==> src/hw/rtl/bctm_pkg.sv <==
`default_nettype none
package bctm_pkg;
   localparam int SUPER_ROWS = 2;
   localparam int SUPER_COLS = 2;
   localparam int QW = 17;
   localparam int MW = 4;
   localparam int GW = 9;
   localparam int AW = 3;
   localparam int DW = 24;

   typedef enum logic [AW-1:0] {
      REG_ROW_OFFSET = 3'd0,
      REG_COL_OFFSET = 3'd1,
      REG_GRID_ROWS = 3'd2,
      REG_GRID_COLS = 3'd3,
      REG_LOCAL_ROWS = 3'd4,
      REG_TOTAL_ROWS = 3'd5,
      REG_TOTAL_COLS = 3'd6,
      REG_TILE_BYTES = 3'd7
   } reg_index_type;

   typedef struct packed {
      logic valid;
      logic [QW-1:0] dr;
      logic [QW-1:0] dc;
      logic [QW-1:0] qr;
      logic [QW-1:0] qc;
      logic [GW-1:0] rr;
      logic [GW-1:0] rc;
      logic [MW-1:0] mr;
      logic [MW-1:0] nc;
      logic row_last;
      logic col_last;
   } lane_type;
endpackage
`default_nettype wire

==> src/hw/rtl/bctm_cell.sv <==
`default_nettype none
module bctm_cell (
   input  wire logic clock,
   input  wire logic reset,
   input  wire logic en,
   input  wire logic [bctm_pkg::GW-1:0] gr,
   input  wire logic [bctm_pkg::GW-1:0] gc,
   input  wire bctm_pkg::lane_type lane_in,
   output bctm_pkg::lane_type lane_out
);
   bctm_pkg::lane_type lane_ff, lane_in_next;
   logic [bctm_pkg::GW:0] tr, tc;
   logic ger, gec;

   always_comb begin
      tr = {lane_in.rr, lane_in.dr[bctm_pkg::QW-1]};
      tc = {lane_in.rc, lane_in.dc[bctm_pkg::QW-1]};
      ger = tr >= {1'b0, gr};
      gec = tc >= {1'b0, gc};
      lane_in_next = lane_in;
      lane_in_next.dr = {lane_in.dr[bctm_pkg::QW-2:0], 1'b0};
      lane_in_next.dc = {lane_in.dc[bctm_pkg::QW-2:0], 1'b0};
      lane_in_next.qr = {lane_in.qr[bctm_pkg::QW-2:0], ger};
      lane_in_next.qc = {lane_in.qc[bctm_pkg::QW-2:0], gec};
      lane_in_next.rr = ger ? bctm_pkg::GW'(tr - {1'b0, gr}) : bctm_pkg::GW'(tr);
      lane_in_next.rc = gec ? bctm_pkg::GW'(tc - {1'b0, gc}) : bctm_pkg::GW'(tc);
   end

   always_ff @(posedge clock) begin
      if (reset) begin
         lane_ff.valid <= 1'b0;
      end else if (en) begin
         lane_ff.valid <= lane_in_next.valid;
      end
      if (en) begin
         lane_ff.dr <= lane_in_next.dr;
         lane_ff.dc <= lane_in_next.dc;
         lane_ff.qr <= lane_in_next.qr;
         lane_ff.qc <= lane_in_next.qc;
         lane_ff.rr <= lane_in_next.rr;
         lane_ff.rc <= lane_in_next.rc;
         lane_ff.mr <= lane_in_next.mr;
         lane_ff.nc <= lane_in_next.nc;
         lane_ff.row_last <= lane_in_next.row_last;
         lane_ff.col_last <= lane_in_next.col_last;
      end
   end

   assign lane_out = lane_ff;

`ifndef NO_ASSERTIONS
   a_rem_row: assert property (@(posedge clock) disable iff (reset)
      (en && lane_in.valid && lane_in.rr < gr) |=> (lane_ff.rr < $past(gr)))
      else $error("row remainder not below divisor");
   a_rem_col: assert property (@(posedge clock) disable iff (reset)
      (en && lane_in.valid && lane_in.rc < gc) |=> (lane_ff.rc < $past(gc)))
      else $error("column remainder not below divisor");
   a_hold: assert property (@(posedge clock) disable iff (reset)
      !en |=> $stable(lane_ff.valid))
      else $error("cell moved while stalled");
`endif
endmodule
`default_nettype wire

==> src/hw/rtl/bctm_back.sv <==
`default_nettype none
module bctm_back (
   input  wire logic clock,
   input  wire logic reset,
   input  wire logic en,
   input  wire bctm_pkg::lane_type lane_in,
   input  wire logic [bctm_pkg::GW-1:0] gc,
   input  wire logic [15:0] local_rows,
   input  wire logic [15:0] total_rows,
   input  wire logic [15:0] total_cols,
   input  wire logic [23:0] tile_bytes,
   output logic out_valid,
   output logic [15:0] owner_rank,
   output logic [31:0] local_index,
   output logic [47:0] byte_offset
);
   logic [4:0] rows_here;
   logic [8:0] blk;
   logic s1_valid_ff, s2_valid_ff, s3_valid_ff;
   logic [31:0] p1_ff, p2_ff, idx_ff, idx3_ff;
   logic [8:0] p3_ff;
   logic [bctm_pkg::MW-1:0] mr_ff;
   logic [15:0] rank1_ff, rank2_ff, rank3_ff;
   logic [47:0] bytes_ff;
   logic [32:0] p1_in;
   logic [33:0] p2_in;
   logic [17:0] rank_in;

   always_comb begin
      rows_here = lane_in.row_last ?
         5'(total_rows % 16'(bctm_pkg::SUPER_ROWS)) : 5'(bctm_pkg::SUPER_ROWS);
      blk = lane_in.col_last ?
         9'(5'(total_cols % 16'(bctm_pkg::SUPER_COLS)) * 5'(bctm_pkg::SUPER_ROWS)) :
         9'(bctm_pkg::SUPER_COLS * bctm_pkg::SUPER_ROWS);
      p1_in = 33'(local_rows) * 33'(lane_in.qc);
      p2_in = 34'(blk) * 34'(lane_in.qr);
      rank_in = 18'(lane_in.rr) * 18'(gc) + 18'(lane_in.rc);
   end

   always_ff @(posedge clock) begin
      if (reset) begin
         s1_valid_ff <= 1'b0;
         s2_valid_ff <= 1'b0;
         s3_valid_ff <= 1'b0;
      end else if (en) begin
         s1_valid_ff <= lane_in.valid;
         s2_valid_ff <= s1_valid_ff;
         s3_valid_ff <= s2_valid_ff;
      end
      if (en) begin
         p1_ff <= p1_in[31:0];
         p2_ff <= p2_in[31:0];
         p3_ff <= 9'(lane_in.nc) * 9'(rows_here);
         mr_ff <= lane_in.mr;
         rank1_ff <= rank_in[15:0];
         idx_ff <= 32'(p1_ff * 32'(bctm_pkg::SUPER_COLS)) + p2_ff + 32'(p3_ff) + 32'(mr_ff);
         rank2_ff <= rank1_ff;
         bytes_ff <= 48'(56'(idx_ff) * 56'(tile_bytes));
         idx3_ff <= idx_ff;
         rank3_ff <= rank2_ff;
      end
   end

   assign out_valid = s3_valid_ff;
   assign owner_rank = rank3_ff;
   assign local_index = idx3_ff;
   assign byte_offset = bytes_ff;

`ifndef NO_ASSERTIONS
   a_flow: assert property (@(posedge clock) disable iff (reset)
      en |=> (s3_valid_ff == $past(s2_valid_ff)))
      else $error("output stage skipped a beat");
   a_hold: assert property (@(posedge clock) disable iff (reset)
      !en |=> $stable(idx3_ff) && $stable(bytes_ff))
      else $error("result changed while stalled");
   a_small: assert property (@(posedge clock) disable iff (reset)
      s1_valid_ff |-> (mr_ff < 4'(bctm_pkg::SUPER_ROWS)))
      else $error("row phase out of range");
`endif
endmodule
`default_nettype wire

==> src/hw/rtl/block_cyclic_tile_mapper.sv <==
// Channel | Dir | Fields (low bit up)
// req     | in  | tdata: tile_row[15:0], tile_col[31:16]
// rsp     | out | tdata: owner_rank[15:0], local_index[47:16], byte_offset[95:48]
// csr     | in  | write enable, 3-bit register index, 24-bit data
// One beat per cycle while rsp is not stalled; stages: front, 17 divider cells, 3 back stages.
// The divider chain gives one quotient bit per cell for both grid divisions.
// Reset is synchronous and clears valid bits and configuration registers to defaults.
// A stalled rsp freezes the whole pipe; req_tready drops only then.
`default_nettype none
module block_cyclic_tile_mapper (
   input  wire logic clock,
   input  wire logic reset,
   input  wire logic req_tvalid,
   output logic req_tready,
   input  wire logic [31:0] req_tdata,   // tile_row, tile_col
   output logic rsp_tvalid,
   input  wire logic rsp_tready,
   output logic [95:0] rsp_tdata,        // owner_rank, local_index, byte_offset
   input  wire logic csr_we,
   input  wire logic [bctm_pkg::AW-1:0] csr_addr,
   input  wire logic [bctm_pkg::DW-1:0] csr_wdata
);
   localparam int QW = bctm_pkg::QW;
   logic [15:0] row_off_ff, col_off_ff, local_rows_ff, total_rows_ff, total_cols_ff;
   logic [8:0] grid_rows_ff, grid_cols_ff, gr, gc;
   logic [23:0] tile_bytes_ff;
   logic en;
   logic [QW-1:0] m, n;
   bctm_pkg::lane_type front_in, front_ff;
   bctm_pkg::lane_type chain [QW+1];
   logic [15:0] owner_rank;
   logic [31:0] local_index;
   logic [47:0] byte_offset;

   always_ff @(posedge clock) begin
      if (reset) begin
         row_off_ff <= '0;
         col_off_ff <= '0;
         grid_rows_ff <= 9'd1;
         grid_cols_ff <= 9'd1;
         local_rows_ff <= '0;
         total_rows_ff <= 16'd1;
         total_cols_ff <= 16'd1;
         tile_bytes_ff <= 24'd1;
      end else if (csr_we) begin
         case (bctm_pkg::reg_index_type'(csr_addr))
            bctm_pkg::REG_ROW_OFFSET: row_off_ff <= csr_wdata[15:0];
            bctm_pkg::REG_COL_OFFSET: col_off_ff <= csr_wdata[15:0];
            bctm_pkg::REG_GRID_ROWS: grid_rows_ff <= csr_wdata[8:0];
            bctm_pkg::REG_GRID_COLS: grid_cols_ff <= csr_wdata[8:0];
            bctm_pkg::REG_LOCAL_ROWS: local_rows_ff <= csr_wdata[15:0];
            bctm_pkg::REG_TOTAL_ROWS: total_rows_ff <= csr_wdata[15:0];
            bctm_pkg::REG_TOTAL_COLS: total_cols_ff <= csr_wdata[15:0];
            bctm_pkg::REG_TILE_BYTES: tile_bytes_ff <= csr_wdata;
            default: ;
         endcase
      end
   end

   assign gr = (grid_rows_ff == '0) ? 9'd1 : grid_rows_ff;
   assign gc = (grid_cols_ff == '0) ? 9'd1 : grid_cols_ff;
   assign en = !rsp_tvalid || rsp_tready;
   assign req_tready = en;

   always_comb begin
      m = {1'b0, req_tdata[15:0]} + {1'b0, row_off_ff};
      n = {1'b0, req_tdata[31:16]} + {1'b0, col_off_ff};
      front_in.valid = req_tvalid;
      front_in.dr = m / QW'(bctm_pkg::SUPER_ROWS);
      front_in.dc = n / QW'(bctm_pkg::SUPER_COLS);
      front_in.qr = '0;
      front_in.qc = '0;
      front_in.rr = '0;
      front_in.rc = '0;
      front_in.mr = bctm_pkg::MW'(m % QW'(bctm_pkg::SUPER_ROWS));
      front_in.nc = bctm_pkg::MW'(n % QW'(bctm_pkg::SUPER_COLS));
      front_in.row_last = m >= QW'(({1'b0, total_rows_ff} / QW'(bctm_pkg::SUPER_ROWS))
                                   * QW'(bctm_pkg::SUPER_ROWS));
      front_in.col_last = n >= QW'(({1'b0, total_cols_ff} / QW'(bctm_pkg::SUPER_COLS))
                                   * QW'(bctm_pkg::SUPER_COLS));
   end

   always_ff @(posedge clock) begin
      if (reset) begin
         front_ff.valid <= 1'b0;
      end else if (en) begin
         front_ff.valid <= front_in.valid;
      end
      if (en) begin
         front_ff.dr <= front_in.dr;
         front_ff.dc <= front_in.dc;
         front_ff.qr <= front_in.qr;
         front_ff.qc <= front_in.qc;
         front_ff.rr <= front_in.rr;
         front_ff.rc <= front_in.rc;
         front_ff.mr <= front_in.mr;
         front_ff.nc <= front_in.nc;
         front_ff.row_last <= front_in.row_last;
         front_ff.col_last <= front_in.col_last;
      end
   end

   assign chain[0] = front_ff;

   for (genvar i = 0; i < QW; i++) begin : g_cell
      bctm_cell u_cell (
         .clock(clock),
         .reset(reset),
         .en(en),
         .gr(gr),
         .gc(gc),
         .lane_in(chain[i]),
         .lane_out(chain[i+1])
      );
   end

   bctm_back u_back (
      .clock(clock),
      .reset(reset),
      .en(en),
      .lane_in(chain[QW]),
      .gc(gc),
      .local_rows(local_rows_ff),
      .total_rows(total_rows_ff),
      .total_cols(total_cols_ff),
      .tile_bytes(tile_bytes_ff),
      .out_valid(rsp_tvalid),
      .owner_rank(owner_rank),
      .local_index(local_index),
      .byte_offset(byte_offset)
   );

   assign rsp_tdata = {byte_offset, local_index, owner_rank};

`ifndef NO_ASSERTIONS
   a_ready: assert property (@(posedge clock) disable iff (reset)
      (rsp_tvalid && !rsp_tready) |-> !req_tready)
      else $error("input taken while output stalled");
   a_front: assert property (@(posedge clock) disable iff (reset)
      (req_tvalid && req_tready) |=> front_ff.valid)
      else $error("accepted beat lost at front");
   a_grid: assert property (@(posedge clock) disable iff (reset)
      (gr != 9'd0) && (gc != 9'd0))
      else $error("zero grid divisor");
`endif
endmodule
`default_nettype wire

==> config.mk <==
export PLATFORM = sky130hd
export DESIGN_NAME = block_cyclic_tile_mapper
export DESIGN_NICKNAME = d
export VERILOG_FILES = /design/src/hw/rtl/bctm_pkg.sv /design/src/hw/rtl/bctm_cell.sv /design/src/hw/rtl/bctm_back.sv /design/src/hw/rtl/block_cyclic_tile_mapper.sv
export SDC_FILE = /design/constraint.sdc
export NUM_CORES = 2
export LEC_CHECK = 0
export BUFFER_PORTS_ARGS = -buffer_cell sky130_fd_sc_hd__buf_2
export CORE_ASPECT_RATIO = 0.5
export CORE_MARGIN = 10
export CORE_UTILIZATION = 58
export DETAILED_ROUTE_END_ITERATION = 16
export GPL_ROUTABILITY_DRIVEN = 0
export PLACE_DENSITY = 0.77
export SYNTH_ARGS = -nofsm -noshare
export SYNTH_HDL_FRONTEND = slang
export SYNTH_SLANG_ARGS = --single-unit
==> constraint.sdc <==
create_clock -name clock -period 38.4 [get_ports clock]
set_input_delay 1.92 -clock clock [delete_from_list [all_inputs] [get_ports clock]]
set_output_delay 1.92 -clock clock [all_outputs]
set_load 0.02 [all_outputs]
### Word level (Yosys, flattened, before mapping)

Cells that the tools add are included.

* latch bits: 0
* logic and storage cells: 350
* bits in read-only memories: 0
* register bits: 1358
* memories: 0
* bits in writable memories: 0
* bits of input ports: 64

* magnitude comparators: 36
* eq/ne operators: 7
* div/mod/pow operators: 0
* multiplexer cells: 36
* add/subtract/negate cells: 40
* bitwise gates (word level): 0
* shifts and indexed selects: 0
* reductions and logical operators: 13
* multiply operators: 5

Operators with widths (number)
* $ge 10x9->1: 32
* $mux 9: 34
* $sub 9x9->9: 32
* $mul 32x24->48: 1
* $add 16x16->17: 2
* $ge 17x16->1: 2
* $add 32x1->32: 1
* $add 32x26->32: 1
* $add 32x9->32: 1
* $mul 16x17->31: 1
* $mul 9x17->26: 1
* $ge 1x9->1 const A: 2
* $logic_not 9->1: 2
* $sub 1x9->9 const A: 2
* $add 16x9->16: 1
* $mul 9x9->16: 1
* $reduce_and 2->1: 8
* $eq 3x3->1 const B: 4
* $eq 3x2->1 const B: 2
* $mul 1x5->6: 1
* $eq 3x1->1 const B: 1
* $logic_not 3->1: 1
* $mux 3: 1
* $mux 2: 1
* other kinds (2): 2

### Longest topological paths before layout

* word-level depth: 4
* depth in mapped cells: 27
* depth with buffers taken out: 25

### Modules after synthesis

From an unflattened synthesis, not the netlist that was laid out.

* cell total of the unflattened synthesis: 9418
* area total of the unflattened synthesis: 118384.8 µm²

By module, submodules not included
* bctm_cell: seq. area each 2842.7 µm², cells each 235, instances 17, area an instance 3933.8 µm²
* bctm_back: seq. area each 6666.4 µm², cells each 4527, instances 1, area an instance 43902.1 µm²
* block_cyclic_tile_mapper: seq. area each 3543.4 µm², cells each 896, instances 1, area an instance 7608.5 µm²

### Worst setup path before layout

OpenSTA, ideal clock, no wires.

* kind: input to register
* start: input port rsp_tready
* end: register front_ff (netlist bit chain[1649]), enable pin
* stages on the path: 3
* setup time: 2051 ps
* data arrival time: 34767 ps
* data required time: 36349 ps
* path slack: 1582 ps
* cells stage by stage: nor2b_1 inv_1 clkbuf_1

* cells in the longest elaborated chain, start to end: 1

Ends and longest elaborated chain
* start: declaration: RTL line block_cyclic_tile_mapper.sv:17 `input wire logic rsp_tready,`
* $logic_or 1x1->1: RTL line block_cyclic_tile_mapper.sv:62 `assign en = !rsp_tvalid || rsp_tready;`
* net req_tready: RTL line block_cyclic_tile_mapper.sv:14 `output logic req_tready,`
* end: declaration: RTL line block_cyclic_tile_mapper.sv:29 `bctm_pkg::lane_type front_in, front_ff;`

The timed path passes the listed nets, and every way through them passes these cells.
A chain may end at the register's enable or synchronous reset.

### Final worst setup path

* start: register u_back.idx_ff[19]
* end: register u_back.bytes_ff[46], in the netlist u_back.byte_offset[46], data pin

* cells in the longest elaborated chain, start to end: 1

Ends and longest elaborated chain
* start: declaration: RTL line bctm_back.sv:20 `logic [31:0] p1_ff, p2_ff, idx_ff, idx3_ff;`
* start signal: assignment: RTL line bctm_back.sv:56 `idx_ff <= 32'(p1_ff * 32'(bctm_pkg::SUPER_COLS)) + p2_ff + 32'(p3_ff) + 32'(mr_ff);`
* $mul 32x24->48: RTL line bctm_back.sv:58 `bytes_ff <= 48'(56'(idx_ff) * 56'(tile_bytes));`
* end signal: assignment: RTL line bctm_back.sv:58
* end: declaration: RTL line bctm_back.sv:24 `logic [47:0] bytes_ff;`

No other way between the ends.

==> summary.md <==
* 129 MHz — fmax
* 88 — count of different cell masters after synthesis
* 161000 µm² — standard cell core area
* 0.76 ns — insertion delay of the later-clocked pin in the worst-skew pair
* 59.8 nW/µm² — PwrDens
* 3.87 mW — internal power summed over all cells
* edfxtp_1 — most common cell after layout, fill and taps aside
* 10681 — number of standard cells in the layout, taps in and fillers out
* edfxtp_1 — cell taking the most area after synthesis
* 0.0470 mV — largest voltage drop on the vdd net
* 1.29 ns — slew of the pin with the lowest slew margin
* 0 — global route overflow
* 341000 µm — wire length of the first global-routing pass
* 0 — number of antenna-violating nets in the routed design
* 0.139 — slew margin rel.
* 104 — placement row count
* 0 — share of async-settable or async-resettable flops after synthesis
* 0.383 — share of the synthesized area in the top cell type
* 188 — pin count of the biggest net entering global routing
* 0 — count of endpoints failing hold in the final timing report
* 62010 — via count of the first global-routing pass
* register — CP startpoint kind
* 214000 µm — Detailed Route WL
* 1344 — total clock sinks
* 590 µm — horizontal die dimension
* 0 — CTS Hold Bufs
* 8.23 ns — Arr. time, crit path
* 0 ns — Final TNS setup
* 2.20 mW — reported net switching power
* clkbuf_16 — Root Buffer Master
* edfxtp_1, fa_1, ha_1 — biggest area contributors in the synthesized netlist
* edfxtp_1, inv_1, nand2_1, fa_1, ha_1 — most frequent cells in the layout
* 0.07 ns — clock-pin slew on the worst setup and hold paths
* 94200 µm² — synthesized area
* 0 — total setup violations reported at the end of the flow
* 0.363 — switch share
* 10 — DR pass1 iterations
* 0.0650 — proportion of layout cells with a drive suffix above 1
* 5.67 — DR vias/cell
* 0 — Synth Warn #
* reg -> reg — type of the tightest min-delay check
* 11.3 µm² — syn_area_per_cell
* 8333 — instance count of the mapped netlist
* 0 — residual DRC count
* 180000 µm² — full die area
* finished, final reports clean — status
* 0.413 — share of the yosys chip area belonging to registers
* 0.202 — part of the cycle the worst path needs
* 0.0803 ns — Fin Clk Skew
* 0 — Post-CTS Repair Setup Buffers
* 161 — quantity of I/O buffers inserted on ports
* 10451 — number of placed instances with taps included
* 3 — Max H-tree Level
* 162 — Boundary Pins
* 0.381 — combinational fraction of design power
* 7.76 ns — minimum clock period
* 0 — number of max-cap violations
* 1201 — number of enable-type register cells in the synthesized netlist
* 0.210 — fraction of power consumed by the clock network
* 10029 — Post-Syn Nets
* yes — CTS tree
* 43.9 nW — leakage power
* 1344 — #FFs+latches synth
* 118 — total CTS buffers
* 10094 — post-layout net count
* reg -> reg — Crit Path Class
* 0 — fin. max-slew vios
* 154000 µm — DP HPWL
* false — RSZ-0062 raised after global routing
* 25 — top fanout value on the critical path
* 0.409 — sequential share of power
* 305 µm — Die Span Y
* 0 — cts repair resizes
* 22 — antenna violations before repair
* 60530 — Via Count
* 0.237 — global routing usage summed across all routing layers
* register — sort of element at the end of the critical path
* 7.68% — Layout area overhead
* 0.585 — effective utilization at floorplan
* 38.87 ns — data required time of the worst path
* 5328 — drt first-iter violations
* edfxtp_1 — top_reg_cell synth
* 20.1 µm — Routed wire per std cell
* 3 — Max Buffers Root-to-Sink
==> through the flow <==
step | setup slack, ns | area (µm²) | hold slack (ns) | util | total power [mW]
finish | 30.64 | 101000 | 0.368 | 0.630 | 6.07
floorplan | 1.58 | 94200 | 0.400 | - | 4.14
CTS | 30.61 | 101000 | 0.377 | 0.630 | 6.08
detailed placement | 30.64 | 97200 | 0.405 | 0.604 | 4.78
global placement | 30.85 | 97200 | 0.400 | 0.604 | 4.69
global route | 30.25 | 101000 | 0.380 | 0.630 | 6.48
==> layer usage <==
| metal | GRT usage | wire [µm] | vias to the layer above |
|---|---|---|---|
| met4 | 0.0695 | 7060 | 8 |
| met1 | 0.326 | 90000 | 29891 |
| met3 | 0.0551 | 20100 | 464 |
| met5 | 0 | 54 | - |
| met2 | 0.377 | 97000 | 2435 |
| li1 | - | - | 27732 |
==> registers in the layout, indices dropped and copies added (netlist names), 19 cells and up <==
| register | cells |
|---|---|
| chain | 37 |
| u_back.local_index | 32 |
| g_cell.u_cell.lane_out | 969 |
| tile_bytes_ff | 24 |
| u_back.p1_ff | 31 |
| u_back.p2_ff | 19 |
| u_back.idx_ff | 32 |
| u_back.byte_offset | 48 |
==> power groups by stage <==
stage	Clock [mW]	Combinational [mW]	Sequential (mW)
finish	1.27	2.31	2.48
global route	1.35	2.61	2.52
CTS	1.30	2.31	2.48
detailed placement	0	2.28	2.50
global placement	0	2.21	2.49
floorplan	0	1.79	2.36
==> layout make-up <==
type / instances / area (µm²)
tap: 2173 / 2720
sequential: 1344 / 38900
clock buffer: 161 / 3500
clock inverter: 64 / 699
antenna: 5 / 12.5
multi-input combinational: 5573 / 50000
timing repair buffer: 231 / 1370
inverter: 1130 / 4250
fill: 12376 / 59600
==> cell usage after synthesis, types with 7 or more instances <==
| cell type | instances |
|---|---|
| and2_1 | 533 |
| or3_1 | 10 |
| a21oi_2 | 7 |
| clkbuf_1 | 275 |
| a21o_1 | 213 |
| nand3_1 | 61 |
| nor2b_1 | 144 |
| a211oi_1 | 48 |
| o31ai_1 | 12 |
| o41ai_1 | 8 |
| xor2_1 | 73 |
| dfxtp_1 | 143 |
| fa_1 | 930 |
| o21ai_1 | 21 |
| a31oi_1 | 7 |
| nand2b_1 | 119 |
| a2111oi_0 | 14 |
| edfxtp_1 | 1201 |
| o21a_1 | 22 |
| a211o_1 | 11 |
| nor2_1 | 332 |
| o21bai_1 | 21 |
| nor3_1 | 40 |
| ha_1 | 702 |
| o21ai_0 | 100 |
| nand4_1 | 75 |
| inv_1 | 1130 |
| clkbuf_2 | 10 |
| and3_1 | 51 |
| nand3b_1 | 12 |
| nand2_1 | 991 |
| a21oi_1 | 538 |
| or2_2 | 11 |
| mux2_2 | 64 |
| xnor2_1 | 286 |
==> path summary, 6_finish.rpt <==
kind	from	endpoint	slack, ns	cells past startpoint
setup / recovery	u_back.idx_ff[19]	u_back.byte_offset[46]	30.64	22
hold / removal	g_cell[14].u_cell.lane_out[0]	g_cell[15].u_cell.lane_out[0]	0.37	0
setup reg to reg	u_back.idx_ff[19]	u_back.byte_offset[46]	30.64	22
hold reg to reg	g_cell[14].u_cell.lane_out[0]	g_cell[15].u_cell.lane_out[0]	0.37	0
==> worst max-delay path, stage by stage (launching register included) <==
cell	delay, ns
edfxtp_1	1.10
nand2_1	0.20
fa_1	0.50
fa_1	0.56
inv_1	0.07
fa_1	0.54
inv_1	0.05
fa_1	0.51
inv_1	0.06
fa_1	0.47
fa_1	0.54
inv_1	0.05
fa_1	0.52
inv_1	0.04
ha_1	0.37
a21o_1	0.22
a21o_1	0.22
a2111oi_2	0.36
nor3_1	0.12
a31oi_1	0.34
a311oi_1	0.15
o31a_1	0.30
o31a_1	0.24
==> kinds of logic after synthesis <==
family,count (synthesis),synth area share
buf+inv,1416,0.0566
fa+ha+maj,1632,0.291
xor+xnor,359,0.0334
compound gates,1115,0.0747
mux,65,0.00776
flops,1344,0.413
simple gates,2402,0.124
No activity file was read; power rests on OpenSTA's default activity.
